<file path="src/design/udff_pkg.sv">
`timescale 1ns / 1ps

package udff_pkg;

  // default field limit, width and precision saturate here
  localparam int MAX_FIELD_DEF = 64;

  // decimal digits needed for a 64-bit operand
  localparam int NDIG = 20;

  localparam int VAL_W  = 64;
  localparam int CNT_W  = 7;
  localparam int CHAR_W = 6;
  localparam int CFG_IDX_W  = 3;
  localparam int CFG_DATA_W = 8;

  localparam logic [CHAR_W-1:0] CH_SPACE = 6'd32;
  localparam logic [CHAR_W-1:0] CH_ZERO  = 6'd48;

  // configuration register indexes
  localparam logic [CFG_IDX_W-1:0] REG_FIELD_WIDTH  = 3'd0;
  localparam logic [CFG_IDX_W-1:0] REG_PRECISION    = 3'd1;
  localparam logic [CFG_IDX_W-1:0] REG_LEFT_JUSTIFY = 3'd2;
  localparam logic [CFG_IDX_W-1:0] REG_ZERO_PAD     = 3'd3;
  localparam logic [CFG_IDX_W-1:0] REG_OPERAND_SIZE = 3'd4;

  // operand size codes
  localparam logic [1:0] OPSZ_32 = 2'd0;
  localparam logic [1:0] OPSZ_16 = 2'd1;
  localparam logic [1:0] OPSZ_8  = 2'd2;
  localparam logic [1:0] OPSZ_64 = 2'd3;

  typedef struct packed {
    logic [6:0] field_width;
    logic [7:0] precision;
    logic       left_justify;
    logic       zero_pad;
    logic [1:0] operand_size;
  } cfg_t;

  // controller to datapath
  typedef struct packed {
    logic load;
    logic shift;
    logic size;
    logic emit;
  } dp_cmd_t;

  // datapath to controller
  typedef struct packed {
    logic conv_last;
    logic total_zero;
    logic last;
  } dp_sts_t;

endpackage

</file>
<file path="src/design/udff_ctrl.sv">
`timescale 1ns / 1ps

module udff_ctrl (
  input  logic              clk,
  input  logic              rst_n,
  input  logic              start,
  input  udff_pkg::dp_sts_t sts,
  output udff_pkg::dp_cmd_t cmd,
  output logic              busy,
  output logic              out_valid
);
  import udff_pkg::*;

  localparam logic [1:0] S_IDLE = 2'd0;
  localparam logic [1:0] S_CONV = 2'd1;
  localparam logic [1:0] S_SIZE = 2'd2;
  localparam logic [1:0] S_EMIT = 2'd3;

  logic [1:0] state_r;
  logic [1:0] state_nxt;

  // next state and datapath commands
  always_comb begin
    state_nxt = state_r;
    cmd       = '0;
    unique case (state_r)
      S_IDLE: begin
        if (start) begin
          cmd.load  = 1'b1;
          state_nxt = S_CONV;
        end
      end
      S_CONV: begin
        cmd.shift = 1'b1;
        if (sts.conv_last) begin
          state_nxt = S_SIZE;
        end
      end
      S_SIZE: begin
        cmd.size  = 1'b1;
        state_nxt = sts.total_zero ? S_IDLE : S_EMIT;
      end
      S_EMIT: begin
        cmd.emit = 1'b1;
        if (sts.last) begin
          state_nxt = S_IDLE;
        end
      end
      default: begin
        state_nxt = S_IDLE;
      end
    endcase
  end

  always_ff @(posedge clk) begin
    if (!rst_n) begin
      state_r <= S_IDLE;
    end else begin
      state_r <= state_nxt;
    end
  end

  assign busy      = (state_r != S_IDLE);
  assign out_valid = (state_r == S_EMIT);

  // checks
  a_valid_busy: assert property (@(posedge clk) disable iff (!rst_n)
    out_valid |-> busy)
    else $error("character strobe outside a transaction");

  a_start_busy: assert property (@(posedge clk) disable iff (!rst_n)
    (start && !busy) |=> busy)
    else $error("accepted transaction did not raise busy");

  a_last_idle: assert property (@(posedge clk) disable iff (!rst_n)
    (out_valid && sts.last) |=> !busy)
    else $error("still busy after the last character");

  a_emit_after_size: assert property (@(posedge clk) disable iff (!rst_n)
    $rose(out_valid) |-> ($past(state_r) == S_SIZE))
    else $error("emission started without sizing the field");

endmodule

</file>
<file path="src/design/udff_dp.sv">
`timescale 1ns / 1ps

module udff_dp #(
  parameter int MAX_FIELD = udff_pkg::MAX_FIELD_DEF
) (
  input  logic                         clk,
  input  logic                         rst_n,
  input  udff_pkg::cfg_t               cfg,
  input  logic [udff_pkg::VAL_W-1:0]   in_value,
  input  udff_pkg::dp_cmd_t            cmd,
  output udff_pkg::dp_sts_t            sts,
  output logic [udff_pkg::CHAR_W-1:0]  out_char_code,
  output logic                         out_is_last
);
  import udff_pkg::*;

  localparam int CW = $clog2(MAX_FIELD + 1);

  logic [VAL_W-1:0]        sh_r, sh_nxt;
  logic [NDIG-1:0][3:0]    bcd_r, bcd_nxt;
  logic [NDIG-1:0][3:0]    bcd_adj;
  logic [CNT_W-1:0]        bit_cnt_r, bit_cnt_nxt;
  logic [CW-1:0]           rem_r, rem_nxt;
  logic [CW-1:0]           ndig_r, ndig_nxt;
  logic [CW-1:0]           pad_r, pad_nxt;

  logic [4:0]    nd;
  logic          explicit_zero;
  logic [CW-1:0] prec_sat;
  logic [CW-1:0] width_sat;
  logic [CW-1:0] ndig_c;
  logic [CW-1:0] total_c;

  logic          in_pad;
  logic [CW-1:0] didx;
  logic [3:0]    dig;
  logic [CHAR_W-1:0] pad_char;

  // add-3 correction of every bcd digit before the shift
  always_comb begin
    for (int i = 0; i < NDIG; i++) begin
      bcd_adj[i] = (bcd_r[i] >= 4'd5) ? (bcd_r[i] + 4'd3) : bcd_r[i];
    end
  end

  // significant digit count, none for explicit zero precision on zero
  always_comb begin
    nd = 5'd0;
    for (int i = 0; i < NDIG; i++) begin
      if (bcd_r[i] != 4'd0) begin
        nd = 5'(i + 1);
      end
    end
    explicit_zero = cfg.precision[7];
    if (nd == 5'd0 && !explicit_zero) begin
      nd = 5'd1;
    end
  end

  // field sizing from saturated width and precision
  always_comb begin
    if (explicit_zero) begin
      prec_sat = '0;
    end else if (32'(cfg.precision[6:0]) > MAX_FIELD) begin
      prec_sat = CW'(MAX_FIELD);
    end else begin
      prec_sat = CW'(cfg.precision[6:0]);
    end
    if (32'(cfg.field_width) > MAX_FIELD) begin
      width_sat = CW'(MAX_FIELD);
    end else begin
      width_sat = CW'(cfg.field_width);
    end
    ndig_c  = (CW'(nd) > prec_sat) ? CW'(nd) : prec_sat;
    total_c = (ndig_c > width_sat) ? ndig_c : width_sat;
  end

  // register next values
  always_comb begin
    sh_nxt      = sh_r;
    bcd_nxt     = bcd_r;
    bit_cnt_nxt = bit_cnt_r;
    rem_nxt     = rem_r;
    ndig_nxt    = ndig_r;
    pad_nxt     = pad_r;
    if (cmd.load) begin
      bcd_nxt = '0;
      unique case (cfg.operand_size)
        OPSZ_32: begin
          sh_nxt      = {in_value[31:0], 32'd0};
          bit_cnt_nxt = 7'd32;
        end
        OPSZ_16: begin
          sh_nxt      = {in_value[15:0], 48'd0};
          bit_cnt_nxt = 7'd16;
        end
        OPSZ_8: begin
          sh_nxt      = {in_value[7:0], 56'd0};
          bit_cnt_nxt = 7'd8;
        end
        OPSZ_64: begin
          sh_nxt      = in_value;
          bit_cnt_nxt = 7'd64;
        end
        default: begin
          sh_nxt      = in_value;
          bit_cnt_nxt = 7'd64;
        end
      endcase
    end
    if (cmd.shift) begin
      bcd_nxt     = (NDIG*4)'({bcd_adj, sh_r[VAL_W-1]});
      sh_nxt      = {sh_r[VAL_W-2:0], 1'b0};
      bit_cnt_nxt = bit_cnt_r - 7'd1;
    end
    if (cmd.size) begin
      rem_nxt  = total_c;
      ndig_nxt = ndig_c;
      pad_nxt  = total_c - ndig_c;
    end
    if (cmd.emit) begin
      rem_nxt = rem_r - CW'(1);
    end
  end

  always_ff @(posedge clk) begin
    if (!rst_n) begin
      bit_cnt_r <= '0;
      rem_r     <= '0;
    end else begin
      bit_cnt_r <= bit_cnt_nxt;
      rem_r     <= rem_nxt;
    end
  end

  always_ff @(posedge clk) begin
    sh_r   <= sh_nxt;
    bcd_r  <= bcd_nxt;
    ndig_r <= ndig_nxt;
    pad_r  <= pad_nxt;
  end

  // character at the current position, counted down from the end
  always_comb begin
    if (cfg.left_justify) begin
      in_pad = (rem_r <= pad_r);
      didx   = rem_r - CW'(1) - pad_r;
    end else begin
      in_pad = (rem_r > ndig_r);
      didx   = rem_r - CW'(1);
    end
    if (didx < CW'(NDIG)) begin
      dig = bcd_r[didx[4:0]];
    end else begin
      dig = 4'd0;
    end
    if (cfg.zero_pad && (cfg.precision == 8'd0) && !cfg.left_justify) begin
      pad_char = CH_ZERO;
    end else begin
      pad_char = CH_SPACE;
    end
    out_char_code = in_pad ? pad_char : (CH_ZERO + {2'b00, dig});
  end

  assign out_is_last = (rem_r == CW'(1));

  assign sts.conv_last  = (bit_cnt_r == 7'd1);
  assign sts.total_zero = (total_c == '0);
  assign sts.last       = (rem_r == CW'(1));

endmodule

</file>
<file path="src/design/unsigned_decimal_field_formatter.sv">
// sequence: load in S_IDLE, then one shift-add-3 step per operand bit (8/16/32/64 by operand size),
// sizing in S_SIZE, then one character per cycle on out_valid, the last flagged by out_is_last
// busy stays high until the last character, or until sizing if the field is empty; start is
// taken the cycle after, not while busy, so a new value waits until the last one is through
// the receiver cannot stall: each character is on the out_ ports for exactly one cycle
// reset: synchronous, active low; config registers clear to 0 and the controller goes idle
`timescale 1ns / 1ps

module unsigned_decimal_field_formatter #(
  parameter int MAX_FIELD = udff_pkg::MAX_FIELD_DEF
) (
  input  logic                              clk,
  input  logic                              rst_n,
  input  logic                              start,
  output logic                              busy,
  input  logic [udff_pkg::VAL_W-1:0]        in_value,
  output logic                              out_valid,
  output logic [udff_pkg::CHAR_W-1:0]       out_char_code,
  output logic                              out_is_last,
  input  logic                              cfg_we,
  input  logic [udff_pkg::CFG_IDX_W-1:0]    cfg_index,
  input  logic [udff_pkg::CFG_DATA_W-1:0]   cfg_data
);
  import udff_pkg::*;

  cfg_t    cfg_r, cfg_nxt;
  dp_cmd_t cmd;
  dp_sts_t sts;

  // configuration register writes, unknown indexes ignored
  always_comb begin
    cfg_nxt = cfg_r;
    if (cfg_we) begin
      unique case (cfg_index)
        REG_FIELD_WIDTH:  cfg_nxt.field_width  = cfg_data[6:0];
        REG_PRECISION:    cfg_nxt.precision    = cfg_data;
        REG_LEFT_JUSTIFY: cfg_nxt.left_justify = cfg_data[0];
        REG_ZERO_PAD:     cfg_nxt.zero_pad     = cfg_data[0];
        REG_OPERAND_SIZE: cfg_nxt.operand_size = cfg_data[1:0];
        default: begin
        end
      endcase
    end
  end

  always_ff @(posedge clk) begin
    if (!rst_n) begin
      cfg_r <= '0;
    end else begin
      cfg_r <= cfg_nxt;
    end
  end

  udff_ctrl u_ctrl (
    .clk       (clk),
    .rst_n     (rst_n),
    .start     (start),
    .sts       (sts),
    .cmd       (cmd),
    .busy      (busy),
    .out_valid (out_valid)
  );

  udff_dp #(
    .MAX_FIELD (MAX_FIELD)
  ) u_dp (
    .clk           (clk),
    .rst_n         (rst_n),
    .cfg           (cfg_r),
    .in_value      (in_value),
    .cmd           (cmd),
    .sts           (sts),
    .out_char_code (out_char_code),
    .out_is_last   (out_is_last)
  );

endmodule

</file>
<file path="config.mk">
export PLATFORM = sky130hd
export DESIGN_NAME = unsigned_decimal_field_formatter
export DESIGN_NICKNAME = d
export VERILOG_FILES = /design/src/design/udff_pkg.sv /design/src/design/udff_ctrl.sv /design/src/design/udff_dp.sv /design/src/design/unsigned_decimal_field_formatter.sv
export SDC_FILE = /design/constraint.sdc
export NUM_CORES = 1
export LEC_CHECK = 0
export BUFFER_PORTS_ARGS = -buffer_cell sky130_fd_sc_hd__buf_2
export CORE_MARGIN = 5
export CORE_UTILIZATION = 45
export CTS_CLUSTER_DIAMETER = 120
export DETAILED_ROUTE_END_ITERATION = 6
export PLACE_DENSITY_LB_ADDON = 0.12
export SLEW_MARGIN = 20
export SYNTH_ARGS = -nofsm -noshare
export SYNTH_HDL_FRONTEND = slang
export SYNTH_SLANG_ARGS = --single-unit
</file>
<file path="constraint.sdc">
create_clock -name clk -period 16.3 [get_ports clk]
set_clock_uncertainty 0.15 [all_clocks]
set_input_delay 4.89 -clock clk [delete_from_list [all_inputs] [get_ports clk]]
set_output_delay 4.89 -clock clk [all_outputs]
set_load 0.05 [all_outputs]
</file>
# Word level (Yosys, flattened, before mapping)
# Index checks and enable logic that the tools add are counted.
classes:
  reduce_logical: 40
  eq_ne: 15
  n_lt_le_gt_ge: 28
  mux: 73
  addsub: 25
op_table:
  columns: ["op", "count"]
  rows:
  - ["64-bit one-hot mux with 4 select lines", 1]
  - ["80-bit 2-to-1 mux", 2]
  - ["64-bit 2-to-1 mux", 2]
  - ["4-bit 2-to-1 mux", 29]
  - ["4-bit by 3-bit >= comparator with 1-bit output, second input constant", 20]
  - ["4-bit nonzero test", 20]
  - ["4-bit by 2-bit adder with 4-bit output, second input constant", 19]
  - ["7-bit 2-to-1 mux", 10]
  - ["5-bit 2-to-1 mux", 7]
  - ["7-bit one-hot mux with 4 select lines", 1]
  - ["4-bit binary-select mux with 5-bit select", 1]
  - ["3-bit 2-to-1 mux", 5]
  - ["7-bit by 1-bit == test with 1-bit output, second input constant", 2]
  - ["7-bit greater-than comparator", 2]
  - ["7-bit greater-than comparator, second input constant", 2]
  - ["7-bit by 1-bit subtractor with 7-bit output, second input constant", 2]
  - ["7-bit subtractor", 2]
  - ["2-bit 2-to-1 mux", 6]
  - ["2-bit AND reduction", 5]
  - ["2-bit == test, second input constant", 4]
  - ["8-bit logical NOT", 1]
  - ["2-bit one-hot mux with 4 select lines", 1]
  - ["5-bit by 7-bit greater-than comparator with 1-bit output", 1]
  - ["7-bit less-or-equal comparator", 1]
  - ["20 further kinds", 35]
totals:
  in_bits: 79
  output_inout_bits: 9
  elab_cells: 213
  regBits: 193

# Longest topological paths before layout
# Gate-level depths: netlist of run 1.
logic_depth:
  word_depth: 31
  mapped_depth: 30
  ltp_nobuf: 30

# By module
# Synthesis of run 1 repeated with hierarchy kept, for this count alone.
hier_totals:
  cells_unflattened: 1269
  hier_area_um2: 12689.7
modules_own_cells:
  columns: ["module", "seq_area_each_um2", "cells_each", "area_each_um2", "instances"]
  rows:
  - ["udff_dp", 5014.8, 1177, 11773.8, 1]
  - ["unsigned_decimal_field_formatter", 380.4, 75, 767.0, 1]
  - ["udff_ctrl", 40.0, 17, 148.9, 1]

# Least setup slack after synthesis of run 1
# Ideal clock, no wire load.
synth_timing:
  kind: "input -> register"
  startpoint: "input start"
  endpoint: "register u_dp.bcd_r[0] in the netlist's numbering, enable pin"
  setup_slack_ps: 7759
  path_stages: 3
  t_arrival_ps: 7896
  n_path_buf: 0
  t_required_ps: 15654
  setup_ps: 496
  path_cell_list: "and2_1 -> nor2_1 -> inv_1"
synth_via:
  elab_chain_cells: 3
synth_lines:
  columns: ["item", "line", "text"]
  rows:
  - ["start: declaration", "unsigned_decimal_field_formatter.sv:14", "input logic start,"]
  - ["1-bit 2-to-1 mux", "udff_ctrl.sv:28", "if (start) begin"]
  - ["1-bit 2-to-1 mux", "udff_ctrl.sv:26", "unique case (state_r)"]
  - ["2-bit nonzero test (no source line)", null, null]
  - ["end signal: assignment", "udff_dp.sv:138", "bcd_r <= bcd_nxt;"]
  - ["end: declaration", "udff_dp.sv:20", "logic [NDIG-1:0][3:0] bcd_r, bcd_nxt;"]
# Every way passes these cells.
# A chain may end at the register's enable or synchronous reset.

# Worst setup path after layout of run 1
layout_timing:
  startpoint: "register u_dp.rem_r[0]"
  endpoint: "output out_char_code[2] in the netlist's numbering"
layout_via:
  elab_chain_cells: 8
  word_cells_on_any_way: 12
  classes_between: "3 x add/sub; 3 x order compare; 6 x mux"
layout_lines:
  columns: ["item", "line", "text"]
  rows:
  - ["start: declaration", "udff_dp.sv:23", "logic [CW-1:0] rem_r, rem_nxt;"]
  - ["start signal: assignment", "udff_dp.sv:132", "rem_r <= rem_nxt;"]
  - ["7-bit by 1-bit subtractor with 7-bit output", "udff_dp.sv:147, udff_dp.sv:150", null]
  - ["7-bit subtractor", "udff_dp.sv:147", "didx = rem_r - CW'(1) - pad_r;"]
  - ["7-bit 2-to-1 mux", "udff_dp.sv:145", "if (cfg.left_justify) begin"]
  - ["4-bit binary-select mux with 5-bit select", "udff_dp.sv:153", "dig = bcd_r[didx[4:0]];"]
  - ["4-bit 2-to-1 mux (not written as such)", "udff_dp.sv:153", null]
  - ["4-bit 2-to-1 mux", "udff_dp.sv:152", "if (didx < CW'(NDIG)) begin"]
  - ["5-bit by 5-bit adder with 6-bit output", "udff_dp.sv:162", "out_char_code = in_pad ? pad_char : (CH_ZERO + {2'b00, dig});"]
  - ["6-bit 2-to-1 mux (*)", "udff_dp.sv:162", null]
  - ["end: declaration", "unsigned_decimal_field_formatter.sv:18", "output logic [udff_pkg::CHAR_W-1:0] out_char_code,"]
# Every way passes the cells marked *; elsewhere a longest branch is shown, timed or not. The select of a mux whose other input is x is not followed.

==> results of run 1 <==
==> synthesized netlist by cell type (all sizes together) (8+ instances only) <==
cell type / n / share of area
a211oi: 21 / 0.013
a21oi: 98 / 0.040
a222oi: 16 / 0.013
a22o: 40 / 0.029
a311oi: 12 / 0.0091
a31oi: 14 / 0.0084
and2: 15 / 0.0076
buf: 11 / 0.0038
clkbuf: 38 / 0.012
dfxtp: 36 / 0.059
edfxtp: 157 / 0.38
ha: 84 / 0.086
inv: 95 / 0.029
mux2i: 38 / 0.033
mux4: 12 / 0.022
nand2: 115 / 0.035
nand2b: 25 / 0.013
nand3: 17 / 0.0069
nor2: 151 / 0.048
nor2b: 14 / 0.0071
nor3: 28 / 0.011
nor3b: 19 / 0.017
o211ai: 8 / 0.0049
o21ai: 41 / 0.017
xnor2: 26 / 0.019
xor2: 26 / 0.019
==> cell families (layout without fill, tap and decap cells) <==
| group | after synthesis | count (layout) |
|---|---|---|
| other | 1 | 1 |
| buffers and inverters | 146 | 225 |
| and+or+nand+nor | 420 | 420 |
| DFF | 193 | 193 |
| AOI/OAI and AO/OA | 287 | 287 |
| adders and majority gates | 86 | 86 |
| muxes | 54 | 54 |
| xor gates and xnor gates | 52 | 52 |
==> flip-flops by register name (all words and copies together), names as in the netlist <==
signal,cells
u_dp.bcd_r,80
u_dp.sh_r,64
cfg_r,19
u_dp.bit_cnt_r,7
u_dp.ndig_r,7
u_dp.pad_r,7
u_dp.rem_r,7
u_ctrl.state_r,2
==> final cells by class <==
cell class | instances | area [um^2]
Sequential cell | 193 | 5440
Timing Repair Buffer | 96 | 505
Inverter | 97 | 369
Clock inverter | 15 | 201
Clock buffer | 17 | 425
Fill cell | 2494 | 13200
Multi-Input combinational cell | 900 | 6310
Tap cell | 341 | 427
==> how the worst max path moves through the flow <==
stage	startpoint	end	slack, ns
floorplan	start	u_dp.bcd_r[0]	7.76
detailed placement	u_dp.rem_r[0]	out_char_code[2]	7.59
global route	u_dp.rem_r[0]	out_char_code[2]	6.61
CTS	u_dp.rem_r[0]	out_char_code[2]	7.05
finish	u_dp.rem_r[0]	out_char_code[2]	6.99
global placement	u_dp.rem_r[0]	out_char_code[3]	7.67
==> power by group through the flow <==
stage,clock [uW],combinational (uW),sequential [uW]
floorplan,0,317,683
global route,469,461,704
global placement,0,398,704
detailed placement,0,405,703
CTS,448,407,694
finish,439,404,694
==> per-layer routing <==
metal | global-route usage | share of wire | up-vias
met4 | 0.0416 | 0.011 | 0
met5 | 0 | 0 | -
met2 | 0.308 | 0.47 | 194
met3 | 0.0363 | 0.045 | 22
li1 | - | - | 4642
met1 | 0.266 | 0.48 | 4506
==> through the flow <==
step / area, um^2 / utilization / hold slack, ns
floorplan: 12300 / - / 0.300
global placement: 13000 / 0.485 / 0.322
detailed placement: 13000 / 0.485 / 0.320
CTS: 13700 / 0.509 / 0.348
global route: 13700 / 0.509 / 0.373
finish: 13700 / 0.509 / 0.344
==> worst reg2reg max path: stages, from the launching register on <==
cell and delay, ns:
edfxtp_1 0.47, inv_1 0.13, ha_1 0.21, nor3b_1 0.54
nand4_1 0.29, nor4b_1 0.23, a211o_2 0.37, ha_1 0.30
nand3_1 0.09, o21bai_1 0.20, a31oi_4 0.36, mux2i_1 0.56
ha_1 0.34, nand3b_1 0.08, a21oi_1 0.06, nor3_1 0.60
nor2_8 0.15, mux2i_1 0.40, ha_1 0.35, nor2b_1 0.15
o21ai_0 0.16, nand2b_1 0.11, a21o_1 0.19, a21oi_1 0.16
xnor2_1 0.11
==> impl_metrics.yaml, run 1 <==
yosys:
  synthAdderAreaFrac: 0.0889
  synth_seq_area_share: 0.443
  synth-simple-area-share: 0.168
  synth_top_family_by_area: "simple AND/OR/NAND/NOR gates"
  synth_compound_area_frac: 0.160
  synth_xor_area_frac: 0.0371
  yosys_register_bits: 193
  syn_area_per_cell_um2: 9.90
  synth_flop_cell: "edfxtp_1"
  synthCells: 1239
  synth_cell_types: 74
  synth_enable_flop_cells: 157
  synth_area_um2: 12300
  syn_nets: 1404
  synth-warning-count: 0
  muxShareOfSynthArea: 0.0583
  async_flop_share: 0
clock_tree:
  post_cts_buffers: 0
  cts_hold_buf: 0
  clock_latency_ns: 0.45
  cts_resized: 0
  clockRootBuffer: "clkbuf_16"
  clkSinkCount: 193
  cts_buffers: 17
  cts_tree: "yes"
  clkTransAtPathRegs_ns: 0.08
  clockBufferDepth: 2
  cts-htree-levels: 4
timing:
  setup_tns_ns: 0
  final_max_slew_viol_count: 0
  finalHoldViolations: 0
  period_share: 0.571
  period_needed_ns: 9.31
  clock.fmax_ghz: 0.107
  worst_pin_slew_ns: 1.03
  setup_viol: 0
  setup_ws_ns: 6.99
  slew_headroom: 0.306
  rsz0062_at_grt: "false"
cells_and_area:
  drive_gt1_frac: 0.132
  finalNetCount: 1470
  final_cell_count_no_fill: 1659
  final_common_cell: "edfxtp_1"
  final_cell_mix: "edfxtp_1, nor2_1, nand2_1, a21oi_1, inv_1"
  area_delta_synth_final_pct: 11.5
  num_antenna_cells: 0
placed_design:
  dp_slack_ns: 7.59
  dpl.hpwl_um: 20900
  dp.cells: 1627
  io_buffers: 86
  gp_congestion: 0.865
pwr:
  p_clk_frac: 0.286
  ir_drop_uv: 60.1
  switchingPower_uw: 531
  p_per_area_nw_per_um2: 112
  p_int_uw: 1010
  p_comb_frac: 0.263
  sw_frac_of_total: 0.345
  design_power_total_uw: 1540
  p_seq_frac: 0.451
  p_leak_uw: 0.00537
die:
  dieWidth_um: 175
  num_rows: 60
  initial_core_util: 0.457
  die_y_um: 175
  io_pins: 88
  core_area_um2: 26900
  die-area_um2: 30700
worst_hold_path:
  holdPathEnd: "u_dp.bit_cnt_r[0]"
  hold_path_depth: 2
  hp-start: "u_dp.bit_cnt_r[0]"
  hold_class: "flop to flop"
route:
  drtPass1Iterations: 5
  drc: 0
  wl_per_cell_um: 17.5
  ant_nets: 0
  vias: 9364
  drt_iter0_markers: 702
  wl_um: 29100
  vias_per_cell: 5.64
grt:
  grt_pass1_vias: 9022
  grt_pass1_wl_um: 47500
  gr-total-overflow: 0
  antenna_found_initial: 0
  grt_max_degree: 84
  grtUsageTotal: 0.190
setup_path:
  arrival_ns: 4.27
  criticalPathCategory: "flop to output port"
  reg2reg_from: "u_dp.bcd_r[16]"
  crit_chain: "inv_1 -> ha_1 -> inv_1 -> ha_1 -> nor2b_1 -> o21a_1 -> or3_1 -> a311oi_1 -> nor2_1 -> a311oi_1 -> o211ai_1 -> a21oi_1 -> buf_2"
  crit_fanout: 8
  rr_endpoint: "u_dp.pad_r[6]"
  crit_path_end_kind: "output port"
  reg2reg_depth: 24
  worst_ep_required_time_ns: 11.26
  critPathMaxStageDelay_ns: 0.60
  critPathLaunchType: "flop"
  crit_buf_inv: 3
  critical-path-top-delay-family: "compound AO/OA/AOI/OAI gates"
  slowest_stage: "a311oi_1"
  r2r_setup_slack_ns: 9.30
  path_depth: 13
run_status:
  status: "finished clean"
run:
  drv_cap: 0
(Power assumes the default switching activity.)
==> inputs of run 2 (changes only) <==
==> constraint.sdc (replaced) <==
create_clock -name clk -period 9.8 [get_ports clk]
set_clock_uncertainty 0.15 [all_clocks]
set_input_delay 2.94 -clock clk [delete_from_list [all_inputs] [get_ports clk]]
set_output_delay 2.94 -clock clk [all_outputs]
set_load 0.05 [all_outputs]
==> impl_metrics.yaml, run 2 (synthesis results as in run 1) <==
pwr:
  p_int_uw: 1690
  design_power_total_uw: 2550
  ir_drop_uv: 135
  p_seq_frac: 0.450
  p_per_area_nw_per_um2: 187
  sw_frac_of_total: 0.339
  p_comb_frac: 0.266
  p_clk_frac: 0.283
  p_leak_uw: 0.00536
  switchingPower_uw: 867
setup_path:
  arrival_ns: 4.42
  worst_ep_required_time_ns: 6.71
  slowest_stage: "mux2_2"
  critPathMaxStageDelay_ns: 0.80
  crit_path_frequent_cell: "a21oi_1"
  reg2reg_from: "u_dp.bcd_r[24]"
  critPathLaunchType: "flop"
  reg2reg_depth: 24
  crit_chain: "inv_1 -> ha_1 -> fa_1 -> mux2_2 -> a211oi_1 -> a311oi_1 -> a21oi_1 -> nand2_1 -> nand3_1 -> a21oi_1 -> buf_2"
  crit_path_end_kind: "output port"
  criticalPathCategory: "flop to output port"
  rr_endpoint: "u_dp.pad_r[6]"
  crit_buf_inv: 2
  critical-path-top-delay-family: "adder cells"
  crit_fanout: 44
  r2r_setup_slack_ns: 3.01
die:
  io_pins: 88
  die_y_um: 175
  die-area_um2: 30700
  core_area_um2: 26900
  dieWidth_um: 175
  initial_core_util: 0.457
  num_rows: 60
cells_and_area:
  num_antenna_cells: 0
  drive_gt1_frac: 0.131
  final_cell_mix: "edfxtp_1, nor2_1, nand2_1, a21oi_1, inv_1"
  finalNetCount: 1469
  utilization: 0.508
  largest_reg_flops: 80
  area_delta_synth_final_pct: 11.2
  final_common_cell: "edfxtp_1"
  top_regs: "u_dp.bcd_r x80, u_dp.sh_r x64, cfg_r x19"
  regMostFlops: "u_dp.bcd_r"
route:
  drt_iter0_markers: 799
  drtPass1Iterations: 6
  wl_per_cell_um: 17.9
  vias: 9393
  ant_nets: 0
  drc: 0
  wl_um: 29700
  vias_per_cell: 5.67
worst_hold_path:
  hold_class: "flop to flop"
  hold_path_depth: 2
  holdPathEnd: "u_dp.bit_cnt_r[6]"
  hp-start: "u_dp.bit_cnt_r[6]"
timing:
  rsz0062_at_grt: "false"
  setup_tns_ns: 0
  clock.fmax_ghz: 0.133
  slew_headroom: 0.202
  final_max_slew_viol_count: 0
  hold_ws_ns: 0.346
  finalHoldViolations: 0
  worst_pin_slew_ns: 1.18
  period_share: 0.766
  setup_viol: 0
  period_needed_ns: 7.51
  setup_ws_ns: 2.29
clock_tree:
  clkSinkCount: 193
  cts_buffers: 17
  clkTransAtPathRegs_ns: 0.08
  cts_hold_buf: 0
  cts_tree: "yes"
  post_cts_buffers: 0
  clockBufferDepth: 2
  cts_resized: 0
  clockRootBuffer: "clkbuf_16"
  clock_latency_ns: 0.44
  cts-htree-levels: 4
grt:
  grt_max_degree: 84
  grt_pass1_wl_um: 48800
  grt_pass1_vias: 9092
  antenna_found_initial: 0
  gr-total-overflow: 0
  grtUsageTotal: 0.196
placed_design:
  io_buffers: 86
  dpl.hpwl_um: 20900
  gp_congestion: 0.823
  dp_slack_ns: 2.77
run_status:
  status: "finished clean"
run:
  drv_cap: 0
run 2: cell count changes in the layout (fill, tap and decap cells not counted), moves of 2 or more:
| cell | change |
|---|---|
| clkinvlp_4 | +2 |
| inv_12 | -2 |
| clkinv_4 | -2 |
| clkinv_8 | -4 |
| inv_8 | +3 |
run 2: power by group through the flow:
stage               clock [uW]  combinational (uW)  sequential, uW
finish                     724                 681            1150
global placement             0                 672            1160
detailed placement           0                 682            1160
global route               774                 774            1170
CTS                        738                 685            1150
floorplan                    0                 527            1140
run 2: through the flow:
step	cell area (um^2)	cells
finish	13600	1657
global placement	13000	1626
floorplan	12300	1239
global route	13600	1657
detailed placement	13100	1626
CTS	13600	1657
run 2: layout make-up:
cell class	instances	area, um^2
inverter	97	369
fill	2483	13200
clock buffer	17	425
timing repair buffer	95	498
sequential	193	5440
tap	341	427
multi-input combinational	900	6320
clock inverter	14	170
run 2: worst max-delay path by stage:
stage / from / to / slack (ns) / depth (start not counted)
after floorplan: start / u_dp.bcd_r[0] / 3.21 / 3
after global placement: u_dp.rem_r[0] / out_char_code[3] / 2.77 / 13
after detailed placement: u_dp.rem_r[0] / out_char_code[3] / 2.77 / 13
after CTS: u_dp.rem_r[0] / out_char_code[3] / 2.27 / 13
after global routing: u_dp.rem_r[0] / out_char_code[3] / 1.96 / 13
final: u_dp.rem_r[0] / out_char_code[1] / 2.29 / 11
run 2: worst reg2reg max path, delay by kind of cell, from the launching register on:
kind                       cells  cell delay [ns]
buffers and inverters          1             0.13
xor gates and xnor gates       1             0.09
adders and majority gates      4             1.17
and+or+nand+nor                9             2.14
AOI/OAI and AO/OA              7             1.49
muxes                          2             0.91
DFF                            1             0.44
run 2: layer usage:
layer,share of wire,track usage
met5,0,0
met4,0.0076,0.0373
met3,0.048,0.0372
met2,0.47,0.311
met1,0.48,0.282
==> inputs of run 3 (changes only) <==
==> constraint.sdc (replaced) <==
create_clock -name clk -period 6.3 [get_ports clk]
set_clock_uncertainty 0.15 [all_clocks]
set_input_delay 1.89 -clock clk [delete_from_list [all_inputs] [get_ports clk]]
set_output_delay 1.89 -clock clk [all_outputs]
set_load 0.05 [all_outputs]
==> impl_metrics.yaml, run 3 (synthesis results as in run 1) <==
run_status:
  status: "finished clean"
die:
  core_area_um2: 26900
  die_y_um: 175
  die-area_um2: 30700
  initial_core_util: 0.457
  io_pins: 88
  dieWidth_um: 175
  num_rows: 60
pwr:
  p_leak_uw: 0.00549
  p_clk_frac: 0.292
  p_comb_frac: 0.271
  p_seq_frac: 0.437
  ir_drop_uv: 157
  p_int_uw: 2690
  switchingPower_uw: 1390
  design_power_total_uw: 4080
  sw_frac_of_total: 0.341
  p_per_area_nw_per_um2: 293
timing:
  final_max_slew_viol_count: 0
  rsz0062_at_grt: "true"
  slew_headroom: 0.300
  finalHoldViolations: 0
  setup_viol: 0
  worst_pin_slew_ns: 1.05
  period_share: 0.949
  period_needed_ns: 5.98
  clock.fmax_ghz: 0.167
setup_path:
  reg2reg_from: "u_dp.bcd_r[28]"
  slowest_stage: "dfxtp_1"
  crit_path_end_kind: "output port"
  critPathLaunchType: "flop"
  crit_fanout: 5
  criticalPathCategory: "flop to output port"
  crit_chain: "inv_1 -> ha_1 -> inv_1 -> ha_1 -> nor2b_1 -> o21a_1 -> or3_1 -> a311oi_1 -> buf_4 -> nor2_1 -> a311oi_1 -> o211ai_1 -> a21oi_1 -> buf_2"
  arrival_ns: 3.94
  worst_ep_required_time_ns: 4.26
  startpoint: "u_dp.rem_r[1]"
  critPathMaxStageDelay_ns: 0.45
route:
  ant_nets: 0
  drc: 0
  vias: 9347
  wl_um: 29500
  drt_iter0_markers: 676
  wl_per_cell_um: 17.6
  vias_per_cell: 5.57
  drtPass1Iterations: 5
clock_tree:
  clkTransAtPathRegs_ns: 0.08
  clkSinkCount: 193
  cts_tree: "yes"
  clockRootBuffer: "clkbuf_16"
  cts_buffers: 17
  cts_hold_buf: 0
  clockBufferDepth: 2
  clock_latency_ns: 0.44
  cts-htree-levels: 4
cells_and_area:
  num_antenna_cells: 0
  final_common_cell: "edfxtp_1"
  drive_gt1_frac: 0.155
  regMostFlops: "u_dp.bcd_r"
  largest_reg_flops: 80
  utilization: 0.518
  area_delta_synth_final_pct: 13.4
  top_regs: "u_dp.bcd_r x80, u_dp.sh_r x64, cfg_r x19"
  final_cell_mix: "edfxtp_1, nor2_1, nand2_1, a21oi_1, inv_1"
  fillers: 2488
  final_cell_area_um2: 13900
  finalNetCount: 1490
grt:
  grt_max_degree: 93
  antenna_found_initial: 0
  grt_pass1_vias: 8857
  grtUsageTotal: 0.189
  gr-total-overflow: 0
  grt_pass1_wl_um: 47100
placed_design:
  gp_congestion: 0.824
  placedInstanceArea_um2: 13100
  io_buffers: 86
  dpl.hpwl_um: 20800
run:
  drv_cap: 0
worst_hold_path:
  hold_class: "flop to flop"
  hp-start: "u_dp.bit_cnt_r[0]"
[run 3: changes by cell type in the layout (fill, tap and decap cells not counted), moves of 3 or more]
| cell | before | now |
|---|---|---|
| buf_4 | 9 | 29 |
| mux2_2 | 4 | 1 |
| mux2i_2 | 2 | 5 |
| inv_12 | 0 | 3 |
| ha_1 | 84 | 81 |
| mux2_4 | 0 | 3 |
| ha_2 | 0 | 3 |
[run 3: final timing paths]
kind | end | slack [ns] | cells past startpoint
max | out_char_code[3] | 0.32 | 14
max reg2reg | u_dp.pad_r[6] | 0.37 | 29
min reg2reg | u_dp.bit_cnt_r[0] | 0.34 | 2
min | u_dp.bit_cnt_r[0] | 0.34 | 2
[run 3: timing repair]
action | in CTS | in global routing
resized for setup | 1 | 17
pin swaps | 0 | 6
endpoints found under the setup margin | 3 | 7
setup buffers | 0 | 10
[run 3: cell type report]
class | instances | area [um^2] | area share
Inverter | 97 | 369 | 0.0265
Timing Repair Buffer | 116 | 668 | 0.0480
Clock buffer | 17 | 425 | 0.0306
Clock inverter | 15 | 216 | 0.0156
Multi-Input combinational cell | 900 | 6380 | 0.458
Sequential cell | 193 | 5440 | 0.391
Tap cell | 341 | 427 | 0.0307
[run 3: stage by stage]
step / setup slack (ns) / hold slack [ns] / TNS, ns / instances
6_report: 0.323 / 0.345 / 0 / 1679
5_1_grt: -0.0373 / 0.355 / -0.0373 / 1679
4_1_cts: 0.0892 / 0.342 / 0 / 1669
3_5_place_dp: 0.109 / 0.324 / 0 / 1637
3_3_place_gp: 0.293 / 0.321 / 0 / 1637
2_1_floorplan: 0.402 / 0.300 / 0 / 1239
[run 3: critical path: cells and delay by family, from the launching register on]
family,cells,cell delay [ns]
compound gates,5,1.16
buf+inv,4,0.71
fa+ha+maj,2,0.68
simple gates,3,0.49
flops,1,0.45
[run 3: metal layers]
layer	share of wire	GRT usage	up-vias
li1	-	-	4683
met3	0.040	0.0286	21
met5	0	0	-
met4	0.010	0.0409	0
met2	0.46	0.302	178
met1	0.49	0.273	4465
[run 3: power by group through the flow]
stage	logic [uW]	clock network, uW	registers, uW
6_report	1110	1190	1790
5_1_grt	1250	1270	1810
4_1_cts	1080	1220	1780
3_5_place_dp	1070	0	1810
3_3_place_gp	1060	0	1810
2_1_floorplan	820	0	1770
